==> config.mk <==
export PLATFORM = sky130hd
export DESIGN_NAME = multi_stack_shared_buffer_flat
export DESIGN_NICKNAME = d
export VERILOG_FILES = /design/src/mssb_pkg.sv /design/src/mssb_cmd_if.sv /design/src/mssb_rsp_if.sv /design/src/mssb_link_store.sv /design/src/mssb_data_store.sv /design/src/multi_stack_shared_buffer.sv /design/src/flat_wrapper.sv
export VERILOG_INCLUDE_DIRS = /design/src /design/src/src
export SDC_FILE = /design/constraint.sdc
export NUM_CORES = 2
export LEC_CHECK = 0
export ABC_AREA = 1
export BUFFER_PORTS_ARGS = -buffer_cell sky130_fd_sc_hd__buf_2
export CAP_MARGIN = 20
export CORE_MARGIN = 2
export CORE_UTILIZATION = 60
export CTS_CLUSTER_SIZE = 40
export DETAILED_ROUTE_END_ITERATION = 8
export PLACE_DENSITY = 0.77
export SETUP_SLACK_MARGIN = 0.15
export SKIP_LAST_GASP = 1
export SLEW_MARGIN = 20
export SYNTH_ARGS = -nofsm -noshare
export SYNTH_HDL_FRONTEND = slang
export SYNTH_SLANG_ARGS = --single-unit
==> constraint.sdc <==
create_clock -name i_clk -period 7 [get_ports i_clk]
set_input_delay 1.05 -clock i_clk [delete_from_list [all_inputs] [get_ports i_clk]]
set_output_delay 1.05 -clock i_clk [all_outputs]
set_load 0.05 [all_outputs]
==> src/multi_stack_shared_buffer_defines.svh <==
// ============================================================================
// multi_stack_shared_buffer_defines.svh - assertion macros
// Shared concurrent assertion forms for the multi-stack shared buffer.
// ============================================================================
`ifndef MULTI_STACK_SHARED_BUFFER_DEFINES_SVH
`define MULTI_STACK_SHARED_BUFFER_DEFINES_SVH

// same-cycle implication
`define MSSB_ASSERT_NOW(label, clk, rst_n, ante, cons) \
    label: assert property (@(posedge clk) disable iff (!rst_n) (ante) |-> (cons)) \
        else $error("mssb assertion failed");

// next-cycle implication
`define MSSB_ASSERT_NEXT(label, clk, rst_n, ante, cons) \
    label: assert property (@(posedge clk) disable iff (!rst_n) (ante) |=> (cons)) \
        else $error("mssb assertion failed");

`endif

==> src/mssb_pkg.sv <==
// ============================================================================
// mssb_pkg - shared types and constants
// Field widths, defaults, command and status codes for the shared stack buffer.
// ============================================================================
package mssb_pkg;

    localparam int NUM_STACKS_DEF = 4;
    localparam int NUM_SLOTS_DEF  = 64;
    localparam int STACK_ID_W     = 2;
    localparam int VALUE_W        = 32;
    localparam int STATUS_W       = 2;

    typedef enum logic {
        CMD_PUSH = 1'b0,
        CMD_POP  = 1'b1
    } t_cmd;

    typedef enum logic [STATUS_W-1:0] {
        ST_OK    = 2'd0,
        ST_FULL  = 2'd1,
        ST_EMPTY = 2'd2
    } t_status;

endpackage

==> src/mssb_cmd_if.sv <==
// ============================================================================
// mssb_cmd_if - command channel
// Valid/ready channel carrying one push or pop transaction.
// ============================================================================
interface mssb_cmd_if;
    logic                                valid;
    logic                                ready;
    logic                                cmd;
    logic [mssb_pkg::STACK_ID_W-1:0]     stack_id;
    logic signed [mssb_pkg::VALUE_W-1:0] push_value;

    modport source (output valid, output cmd, output stack_id, output push_value,
                    input ready);
    modport sink   (input valid, input cmd, input stack_id, input push_value,
                    output ready);
endinterface

==> src/mssb_rsp_if.sv <==
// ============================================================================
// mssb_rsp_if - response channel
// Valid/ready channel carrying one status/pop value transaction.
// ============================================================================
interface mssb_rsp_if;
    logic                                valid;
    logic                                ready;
    logic [mssb_pkg::STATUS_W-1:0]       status;
    logic signed [mssb_pkg::VALUE_W-1:0] pop_value;

    modport source (output valid, output status, output pop_value, input ready);
    modport sink   (input valid, input status, input pop_value, output ready);
endinterface

==> src/mssb_link_store.sv <==
// ============================================================================
// mssb_link_store - slot link memory
// One write and one registered read per cycle. Per-entry valid bits give the
// reset chain (slot i -> i+1, last -> null); same-edge writes are bypassed.
// ============================================================================
module mssb_link_store #(
    parameter int NUM_SLOTS = mssb_pkg::NUM_SLOTS_DEF
) (
    input  logic                                i_clk,
    input  logic                                i_rst_n,
    input  logic                                i_rd_en,
    input  logic [$clog2(NUM_SLOTS)-1:0]        i_rd_addr,
    input  logic                                i_wr_en,
    input  logic [$clog2(NUM_SLOTS)-1:0]        i_wr_addr,
    input  logic [$clog2(NUM_SLOTS+1)-1:0]      i_wr_data,
    output logic [$clog2(NUM_SLOTS+1)-1:0]      o_rd_data
);
    localparam int IDX_W  = $clog2(NUM_SLOTS);
    localparam int CODE_W = $clog2(NUM_SLOTS+1);
    localparam logic [CODE_W-1:0] NULL_CODE = CODE_W'(NUM_SLOTS);
    localparam logic [IDX_W-1:0]  LAST_IDX  = IDX_W'(NUM_SLOTS - 1);

    logic [CODE_W-1:0] r_mem [NUM_SLOTS];
    logic              r_vld [NUM_SLOTS];
    logic [CODE_W-1:0] r_q;
    logic [IDX_W-1:0]  r_addr;
    logic [CODE_W-1:0] r_byp_data;
    logic              r_q_vld;
    logic              r_byp;
    logic [CODE_W-1:0] rst_code;

    always_ff @(posedge i_clk) begin
        if (i_wr_en) begin
            r_mem[i_wr_addr] <= i_wr_data;
        end
        if (i_rd_en) begin
            r_q        <= r_mem[i_rd_addr];
            r_addr     <= i_rd_addr;
            r_byp_data <= i_wr_data;
        end
    end

    always_ff @(posedge i_clk) begin
        if (!i_rst_n) begin
            r_vld   <= '{default: 1'b0};
            r_q_vld <= 1'b0;
            r_byp   <= 1'b0;
        end else begin
            if (i_wr_en) begin
                r_vld[i_wr_addr] <= 1'b1;
            end
            if (i_rd_en) begin
                r_q_vld <= r_vld[i_rd_addr];
                r_byp   <= i_wr_en && (i_wr_addr == i_rd_addr);
            end
        end
    end

    assign rst_code  = (r_addr == LAST_IDX) ? NULL_CODE : (CODE_W'(r_addr) + CODE_W'(1));
    assign o_rd_data = r_byp ? r_byp_data : (r_q_vld ? r_q : rst_code);

endmodule

==> src/mssb_data_store.sv <==
// ============================================================================
// mssb_data_store - slot data memory
// One write and one registered read per cycle, same-edge writes bypassed.
// ============================================================================
module mssb_data_store #(
    parameter int NUM_SLOTS = mssb_pkg::NUM_SLOTS_DEF
) (
    input  logic                                i_clk,
    input  logic                                i_rst_n,
    input  logic                                i_rd_en,
    input  logic [$clog2(NUM_SLOTS)-1:0]        i_rd_addr,
    input  logic                                i_wr_en,
    input  logic [$clog2(NUM_SLOTS)-1:0]        i_wr_addr,
    input  logic [mssb_pkg::VALUE_W-1:0]        i_wr_data,
    output logic [mssb_pkg::VALUE_W-1:0]        o_rd_data
);
    logic [mssb_pkg::VALUE_W-1:0] r_mem [NUM_SLOTS];
    logic [mssb_pkg::VALUE_W-1:0] r_q;
    logic [mssb_pkg::VALUE_W-1:0] r_byp_data;
    logic                         r_byp;

    always_ff @(posedge i_clk) begin
        if (i_wr_en) begin
            r_mem[i_wr_addr] <= i_wr_data;
        end
        if (i_rd_en) begin
            r_q        <= r_mem[i_rd_addr];
            r_byp_data <= i_wr_data;
        end
    end

    always_ff @(posedge i_clk) begin
        if (!i_rst_n) begin
            r_byp <= 1'b0;
        end else if (i_rd_en) begin
            r_byp <= i_wr_en && (i_wr_addr == i_rd_addr);
        end
    end

    assign o_rd_data = r_byp ? r_byp_data : r_q;

endmodule

==> src/multi_stack_shared_buffer.sv <==
// Several LIFO stacks share NUM_SLOTS slots through a link memory and a free
// list. Each command transaction (push or pop on one stack) gives one
// response transaction: status ok, full (no free slot, or no such stack) or
// empty (stack empty, or no such stack), and the popped value on a good pop.
// One transaction is accepted every cycle unless the response side stalls;
// it passes the command register, then the response register. The rate is
// set by the link memory: the slot a command uses is read at the edge it is
// accepted, and the next command's address is formed from the state updated
// with that read in the following cycle. Link reset values come from per-slot
// valid bits, so the block is usable right after reset with no clearing pass.
`include "multi_stack_shared_buffer_defines.svh"
// ============================================================================
// multi_stack_shared_buffer - top level
// Command register, free-list and stack-top state, response register.
// ============================================================================
module multi_stack_shared_buffer #(
    parameter int NUM_STACKS = mssb_pkg::NUM_STACKS_DEF,
    parameter int NUM_SLOTS  = mssb_pkg::NUM_SLOTS_DEF
) (
    input  logic         i_clk,
    input  logic         i_rst_n,
    mssb_cmd_if.sink     i_cmd,
    mssb_rsp_if.source   o_rsp
);
    localparam int IDX_W  = $clog2(NUM_SLOTS);
    localparam int CODE_W = $clog2(NUM_SLOTS+1);
    localparam int TOP_W  = (NUM_STACKS > 1) ? $clog2(NUM_STACKS) : 1;
    localparam int VAL_W  = mssb_pkg::VALUE_W;
    localparam logic [CODE_W-1:0] NULL_CODE = CODE_W'(NUM_SLOTS);

    // command stage
    logic                               r_a_vld;
    mssb_pkg::t_cmd                     r_a_cmd;
    logic [mssb_pkg::STACK_ID_W-1:0]    r_a_sid;
    logic [VAL_W-1:0]                   r_a_val;

    // list state
    logic [CODE_W-1:0] r_free;
    logic [CODE_W-1:0] r_top [NUM_STACKS];
    logic [CODE_W-1:0] n_free;
    logic [CODE_W-1:0] n_top [NUM_STACKS];

    // response stage
    logic                r_out_vld;
    mssb_pkg::t_status   r_out_status;
    logic [VAL_W-1:0]    r_out_pop;
    mssb_pkg::t_status   n_status;
    logic [VAL_W-1:0]    n_pop;

    logic              acc;
    logic              fire;
    logic [TOP_W-1:0]  a_sel;
    logic [TOP_W-1:0]  b_sel;
    logic              a_in;
    logic [CODE_W-1:0] a_top;
    logic [CODE_W-1:0] a_code;
    logic              a_ok;
    logic [CODE_W-1:0] b_code;
    logic [CODE_W-1:0] link_eff;
    logic [VAL_W-1:0]  data_eff;
    logic              link_we;
    logic [CODE_W-1:0] link_wd;
    logic              data_we;

    assign acc         = i_cmd.valid && i_cmd.ready;
    assign fire        = r_a_vld && (!r_out_vld || o_rsp.ready);
    assign i_cmd.ready = !r_a_vld || fire;

    assign a_sel  = TOP_W'(r_a_sid);
    assign a_in   = int'(r_a_sid) < NUM_STACKS;
    assign a_top  = r_top[a_sel];
    assign a_code = (r_a_cmd == mssb_pkg::CMD_PUSH) ? r_free : a_top;
    assign a_ok   = a_in && (a_code < NULL_CODE);

    always_comb begin
        n_free   = r_free;
        n_top    = r_top;
        link_we  = 1'b0;
        link_wd  = a_top;
        data_we  = 1'b0;
        n_pop    = '0;
        n_status = mssb_pkg::ST_OK;
        unique case (r_a_cmd)
            mssb_pkg::CMD_PUSH: begin
                link_wd = a_top;
                if (a_ok) begin
                    if (fire) begin
                        n_free       = link_eff;
                        n_top[a_sel] = a_code;
                        link_we      = 1'b1;
                        data_we      = 1'b1;
                    end
                end else begin
                    n_status = mssb_pkg::ST_FULL;
                end
            end
            mssb_pkg::CMD_POP: begin
                link_wd = r_free;
                if (a_ok) begin
                    n_pop = data_eff;
                    if (fire) begin
                        n_top[a_sel] = link_eff;
                        n_free       = a_code;
                        link_we      = 1'b1;
                    end
                end else begin
                    n_status = mssb_pkg::ST_EMPTY;
                end
            end
            default: begin
                n_status = mssb_pkg::ST_EMPTY;
            end
        endcase
    end

    // slot of the incoming transaction, seen through this cycle's update
    assign b_sel  = TOP_W'(i_cmd.stack_id);
    assign b_code = (i_cmd.cmd == mssb_pkg::CMD_PUSH) ? n_free : n_top[b_sel];

    mssb_link_store #(
        .NUM_SLOTS (NUM_SLOTS)
    ) u_link (
        .i_clk     (i_clk),
        .i_rst_n   (i_rst_n),
        .i_rd_en   (acc),
        .i_rd_addr (b_code[IDX_W-1:0]),
        .i_wr_en   (link_we),
        .i_wr_addr (a_code[IDX_W-1:0]),
        .i_wr_data (link_wd),
        .o_rd_data (link_eff)
    );

    mssb_data_store #(
        .NUM_SLOTS (NUM_SLOTS)
    ) u_data (
        .i_clk     (i_clk),
        .i_rst_n   (i_rst_n),
        .i_rd_en   (acc),
        .i_rd_addr (b_code[IDX_W-1:0]),
        .i_wr_en   (data_we),
        .i_wr_addr (a_code[IDX_W-1:0]),
        .i_wr_data (r_a_val),
        .o_rd_data (data_eff)
    );

    always_ff @(posedge i_clk) begin
        if (!i_rst_n) begin
            r_a_vld   <= 1'b0;
            r_out_vld <= 1'b0;
            r_free    <= '0;
            r_top     <= '{default: NULL_CODE};
        end else begin
            r_free <= n_free;
            r_top  <= n_top;
            if (acc) begin
                r_a_vld <= 1'b1;
            end else if (fire) begin
                r_a_vld <= 1'b0;
            end
            if (fire) begin
                r_out_vld <= 1'b1;
            end else if (o_rsp.ready) begin
                r_out_vld <= 1'b0;
            end
        end
    end

    always_ff @(posedge i_clk) begin
        if (acc) begin
            r_a_cmd <= mssb_pkg::t_cmd'(i_cmd.cmd);
            r_a_sid <= i_cmd.stack_id;
            r_a_val <= i_cmd.push_value;
        end
        if (fire) begin
            r_out_status <= n_status;
            r_out_pop    <= n_pop;
        end
    end

    assign o_rsp.valid     = r_out_vld;
    assign o_rsp.status    = r_out_status;
    assign o_rsp.pop_value = r_out_pop;

    // blocked transaction stays in the command stage
    `MSSB_ASSERT_NEXT(a_cmd_hold, i_clk, i_rst_n, r_a_vld && !fire, r_a_vld && $stable(r_a_val))
    // failed transaction leaves the free list alone
    `MSSB_ASSERT_NEXT(a_fail_keep, i_clk, i_rst_n, fire && !a_ok, $stable(r_free))
    // a good pop puts its slot at the free-list head
    `MSSB_ASSERT_NEXT(a_pop_free, i_clk, i_rst_n, fire && a_ok && r_a_cmd == mssb_pkg::CMD_POP, r_free == $past(a_code))
    // a good push takes the free-list head
    `MSSB_ASSERT_NOW(a_push_slot, i_clk, i_rst_n, data_we, a_code == r_free && a_code < NULL_CODE)

endmodule

==> src/flat_wrapper.sv <==
// flat-port wrapper written by rule: the top's interface ports become plain ports
module multi_stack_shared_buffer_flat 
#(
    parameter int NUM_STACKS = mssb_pkg::NUM_STACKS_DEF,
    parameter int NUM_SLOTS  = mssb_pkg::NUM_SLOTS_DEF
)
  (i_clk, i_rst_n, i_cmd_valid, i_cmd_cmd, i_cmd_stack_id, i_cmd_push_value, i_cmd_ready, o_rsp_valid, o_rsp_status, o_rsp_pop_value, o_rsp_ready);
  mssb_cmd_if i_cmd_i ();
  mssb_rsp_if o_rsp_i ();
  input  logic i_clk;
  input  logic i_rst_n;
  input wire logic [$bits(i_cmd_i.valid)-1:0] i_cmd_valid;
  input wire logic [$bits(i_cmd_i.cmd)-1:0] i_cmd_cmd;
  input wire logic [$bits(i_cmd_i.stack_id)-1:0] i_cmd_stack_id;
  input wire logic [$bits(i_cmd_i.push_value)-1:0] i_cmd_push_value;
  output wire logic [$bits(i_cmd_i.ready)-1:0] i_cmd_ready;
  output wire logic [$bits(o_rsp_i.valid)-1:0] o_rsp_valid;
  output wire logic [$bits(o_rsp_i.status)-1:0] o_rsp_status;
  output wire logic [$bits(o_rsp_i.pop_value)-1:0] o_rsp_pop_value;
  input wire logic [$bits(o_rsp_i.ready)-1:0] o_rsp_ready;
  assign i_cmd_i.valid = i_cmd_valid;
  assign i_cmd_i.cmd = i_cmd_cmd;
  assign i_cmd_i.stack_id = i_cmd_stack_id;
  assign i_cmd_i.push_value = i_cmd_push_value;
  assign i_cmd_ready = i_cmd_i.ready;
  assign o_rsp_valid = o_rsp_i.valid;
  assign o_rsp_status = o_rsp_i.status;
  assign o_rsp_pop_value = o_rsp_i.pop_value;
  assign o_rsp_i.ready = o_rsp_ready;
  multi_stack_shared_buffer #(.NUM_STACKS(NUM_STACKS), .NUM_SLOTS(NUM_SLOTS)) u_core (.i_clk(i_clk), .i_rst_n(i_rst_n), .i_cmd(i_cmd_i), .o_rsp(o_rsp_i));
endmodule
==> results.yml <==
status:
  status: "finished clean"
routing:
  drt-total-wl_mm: 320
  drtPass1Iterations: 6
  first_iter_violations: 13000
  dr_wl_met2_mm: 146
  wl_met3_mm: 41.9
  wl_met1_mm: 109
  top_layer: "met5"
  wl_per_cell_um: 27.6
  viasPerCell: 6.54
  vias: 75800
  postRouteAntennaNets: 0
  drc: 0
cts:
  cts_hold_buffers: 0
  clkLatencyLatePin_ns: 0.93
  clk_path_buf_depth: 4
  cts_resized: 0
  cts_buffers: 278
  cts.sinks: 2753
  cts_tree: "done"
  htree_num_levels: 5
  path_clk_slew_ns: 0.06
  cts_setup_buffers: 0
  cts_root_buf: "clkbuf_16"
setup_path:
  crit_path_end_kind: "flop"
  timing.rr.start: "u_core.r_a_cmd"
  critPathLaunchType: "flop"
  critical_path_class: "reg -> reg"
  required_ns: 7.77
  arrival_ns: 6.41
  crit_start: "u_core.r_a_cmd"
  critPathMaxFanout: 97
floorplan:
  io_pins: 75
  initial_utilization_pct: 60.3
  fp.dieH_um: 433
  num_rows: 157
  chipWidth_um: 433
  core_area_um2: 183000
  dieArea_um2: 187000
power:
  pwr-share-comb_pct: 10.7
  p_sw_share_pct: 24.9
  cellLeakagePower_nw: 40.7
  power_w: 0.0363
  switchingPower_w: 0.00904
  p_clk_share_pct: 38.8
  power_density_nw_per_um2: 297
  seqPwrFrac_pct: 50.4
  ir_drop_uv: 365
  p_int_w: 0.0272
hold_path:
  hp-class: "in -> reg"
  hold_start: "i_cmd_push_value[5]"
global_route:
  grt_pass1_wl_mm: 464
  grt_max_degree: 156
  grt_usage_pct: 33.7
  grt-ovfl-total: 0
  antenna_found_initial: 17
  grt_pass1_vias: 72200
sta:
  period_share_pct: 80.6
  finClkSkew_ns: 0.0699
  slew_viol_final: 0
  max_slew_margin_pct: 16.1
  fmax_mhz: 177
  final.setup.tns_ns: 0
  worstMarginPinSlew_ns: 1.26
  rsz0062_at_grt: "no"
  final.min_clock_period_ns: 5.64
  setup_viol: 0
  hold_viol: 0
synthesis:
  synth_nets: 8976
  yosysUniqueCellTypes: 44
  synthArstFlopShare_pct: 0
  ys_seq_area_share_pct: 74.0
  synth_flop_cell: "edfxtp_1"
  synth_warnings: 0
  syn_inst: 8936
  ys_ff_latch: 2753
  syn_area_um2: 110000
  synth_edf_count: 2649
  avgSynthCellArea_um2: 12.3
placed_design:
  portBuffers: 74
  place_congestion: 0.884
  hpwl_mm: 176
layout:
  nNetsFinal: 8981
  fin_util_pct: 66.8
  drive_gt1_share_pct: 8.73
  synthToLayoutAreaGrowth_pct: 10.8
  fillCellCount: 12300
job:
  timing.max_cap.violations: 0
## power by group through the flow
| stage | clock [W] | sequential [W] | combinational (W) |
|---|---|---|---|
| after floorplan | 0 | 0.0188 | 0.00222 |
| after global placement | 0 | 0.0186 | 0.00366 |
| after detailed placement | 0 | 0.0187 | 0.00374 |
| after CTS | 0.0141 | 0.0183 | 0.00378 |
| after global routing | 0.0147 | 0.0183 | 0.00410 |
| final | 0.0141 | 0.0183 | 0.00389 |
## Yosys cell counts (5+ instances only)
| master | count | area [um^2] |
|---|---|---|
| nand3_1 | 810 | 4050 |
| o22ai_1 | 202 | 1260 |
| o211ai_1 | 360 | 2700 |
| edfxtp_1 | 2649 | 79500 |
| nor2_1 | 1362 | 5110 |
| o21ai_1 | 309 | 1550 |
| buf_6 | 25 | 282 |
| buf_1 | 27 | 101 |
| nand2_4 | 5 | 56.3 |
| inv_1 | 285 | 1070 |
| nand2_1 | 1272 | 4770 |
| inv_2 | 15 | 56.3 |
| buf_2 | 306 | 1530 |
| buf_4 | 43 | 323 |
| nand3_2 | 5 | 50.1 |
| nand4_1 | 8 | 50.1 |
| nand2_2 | 6 | 37.5 |
| dfxtp_1 | 104 | 2080 |
| a21oi_1 | 168 | 841 |
| clkbuf_1 | 184 | 691 |
| o21a_1 | 6 | 45.0 |
| o21ai_0 | 745 | 3730 |
## state kept, by name, indices dropped and copies added, names as in the netlist, named ones only
| signal | flops |
|---|---|
| u_core.a_sel | 2 |
| u_core.o_rsp.pop_value | 32 |
| u_core.o_rsp.status | 2 |
| u_core.o_rsp.valid | 1 |
| u_core.r_a_cmd | 1 |
| u_core.r_a_val | 32 |
| u_core.r_a_vld | 1 |
| u_core.r_free | 7 |
| u_core.r_top | 24 |
| u_core.u_data.r_byp | 1 |
| u_core.u_data.r_byp_data | 32 |
| u_core.u_data.r_mem | 2048 |
| u_core.u_data.r_q | 32 |
| u_core.u_link.r_addr | 6 |
| u_core.u_link.r_byp | 1 |
| u_core.u_link.r_byp_data | 7 |
| u_core.u_link.r_mem | 448 |
| u_core.u_link.r_q | 7 |
| u_core.u_link.r_q_vld | 1 |
| u_core.u_link.r_vld | 64 |
## placed cells by master (no fill, tap or decap), types with 14 or more instances in the layout
| cell type | netlist | final |
|---|---|---|
| buf_4 | 43 | 197 |
| a21oi_1 | 168 | 168 |
| bufinv_16 | 0 | 15 |
| buf_12 | 0 | 44 |
| nor2_1 | 1362 | 1298 |
| o21ai_0 | 745 | 740 |
| nor2_4 | 2 | 66 |
| inv_2 | 15 | 14 |
| clkbuf_1 | 184 | 65 |
| clkinv_1 | 1 | 48 |
| clkbuf_16 | 0 | 287 |
| nand3_1 | 810 | 810 |
| inv_1 | 285 | 282 |
| nand2_1 | 1272 | 1268 |
| o211ai_1 | 360 | 360 |
| edfxtp_1 | 2649 | 2649 |
| o22ai_1 | 202 | 202 |
| buf_2 | 306 | 74 |
| o21ai_1 | 309 | 309 |
| clkinv_2 | 0 | 36 |
| dfxtp_1 | 104 | 103 |
## critical path, cell delays in order, from the launching register on
cell	delay (ns)
edfxtp_1	0.74
inv_1	0.51
nor2_2	0.35
nand3_1	0.12
nand3_1	0.12
nand2_1	0.07
nand3_2	0.13
nand3_4	0.29
nand2_8	0.73
buf_12	0.40
buf_4	0.34
o21ai_0	0.11
o22ai_1	0.17
nand2_1	0.07
nand2_1	0.08
nand2_1	0.06
nand3_1	0.25
nand3_1	0.52
nand2_1	0.18
## final cells by class
cell class	instances	area (um^2)	share of cell area [%]
sequential	2753	81600	66.8
multi-input combinational	5290	25200	20.6
clock buffer	357	7490	6.13
tap	2464	3080	2.52
timing repair buffer	316	2760	2.26
inverter	302	1160	0.946
clock inverter	107	885	0.724
antenna	6	15.0	0.0123
## final timing paths
check,to,slack (ns),depth (start not counted)
max,u_core.u_data.r_q[8],1.36,18
min,u_core.r_a_val[5],0.30,1
max reg2reg,u_core.u_data.r_q[8],1.36,18
min reg2reg,u_core.u_link.r_vld[0],0.46,2
## stage by stage
step / worst slack, ns / cells / instance area, um^2 / hold WS, ns
2_1_floorplan: 1.85 / 8936 / 110000 / 0.436
3_3_place_gp: 1.51 / 11100 / 114000 / 0.442
3_5_place_dp: 1.52 / 11100 / 114000 / 0.447
4_1_cts: 1.61 / 11600 / 122000 / 0.270
5_1_grt: 1.26 / 11600 / 122000 / 0.284
6_report: 1.36 / 11600 / 122000 / 0.304
## cells by family after synthesis
logic type	Yosys count	synth area share, %
adder cells (fa/ha/maj)	1	0.0113
buffers and inverters	893	3.73
AND/OR/NAND/NOR	3486	13.0
AO/OA/AOI/OAI	1801	9.28
XOR/XNOR	2	0.0159
flip-flops	2753	74.0
## layer usage
metal / up-vias / track usage, %
met5: - / 0
met4: 8 / 22.3
met1: 36500 / 44.1
met3: 1127 / 7.01
met2: 6039 / 51.5
li1: 32200 / -
Note: power is estimated with default switching activity, not from simulation.
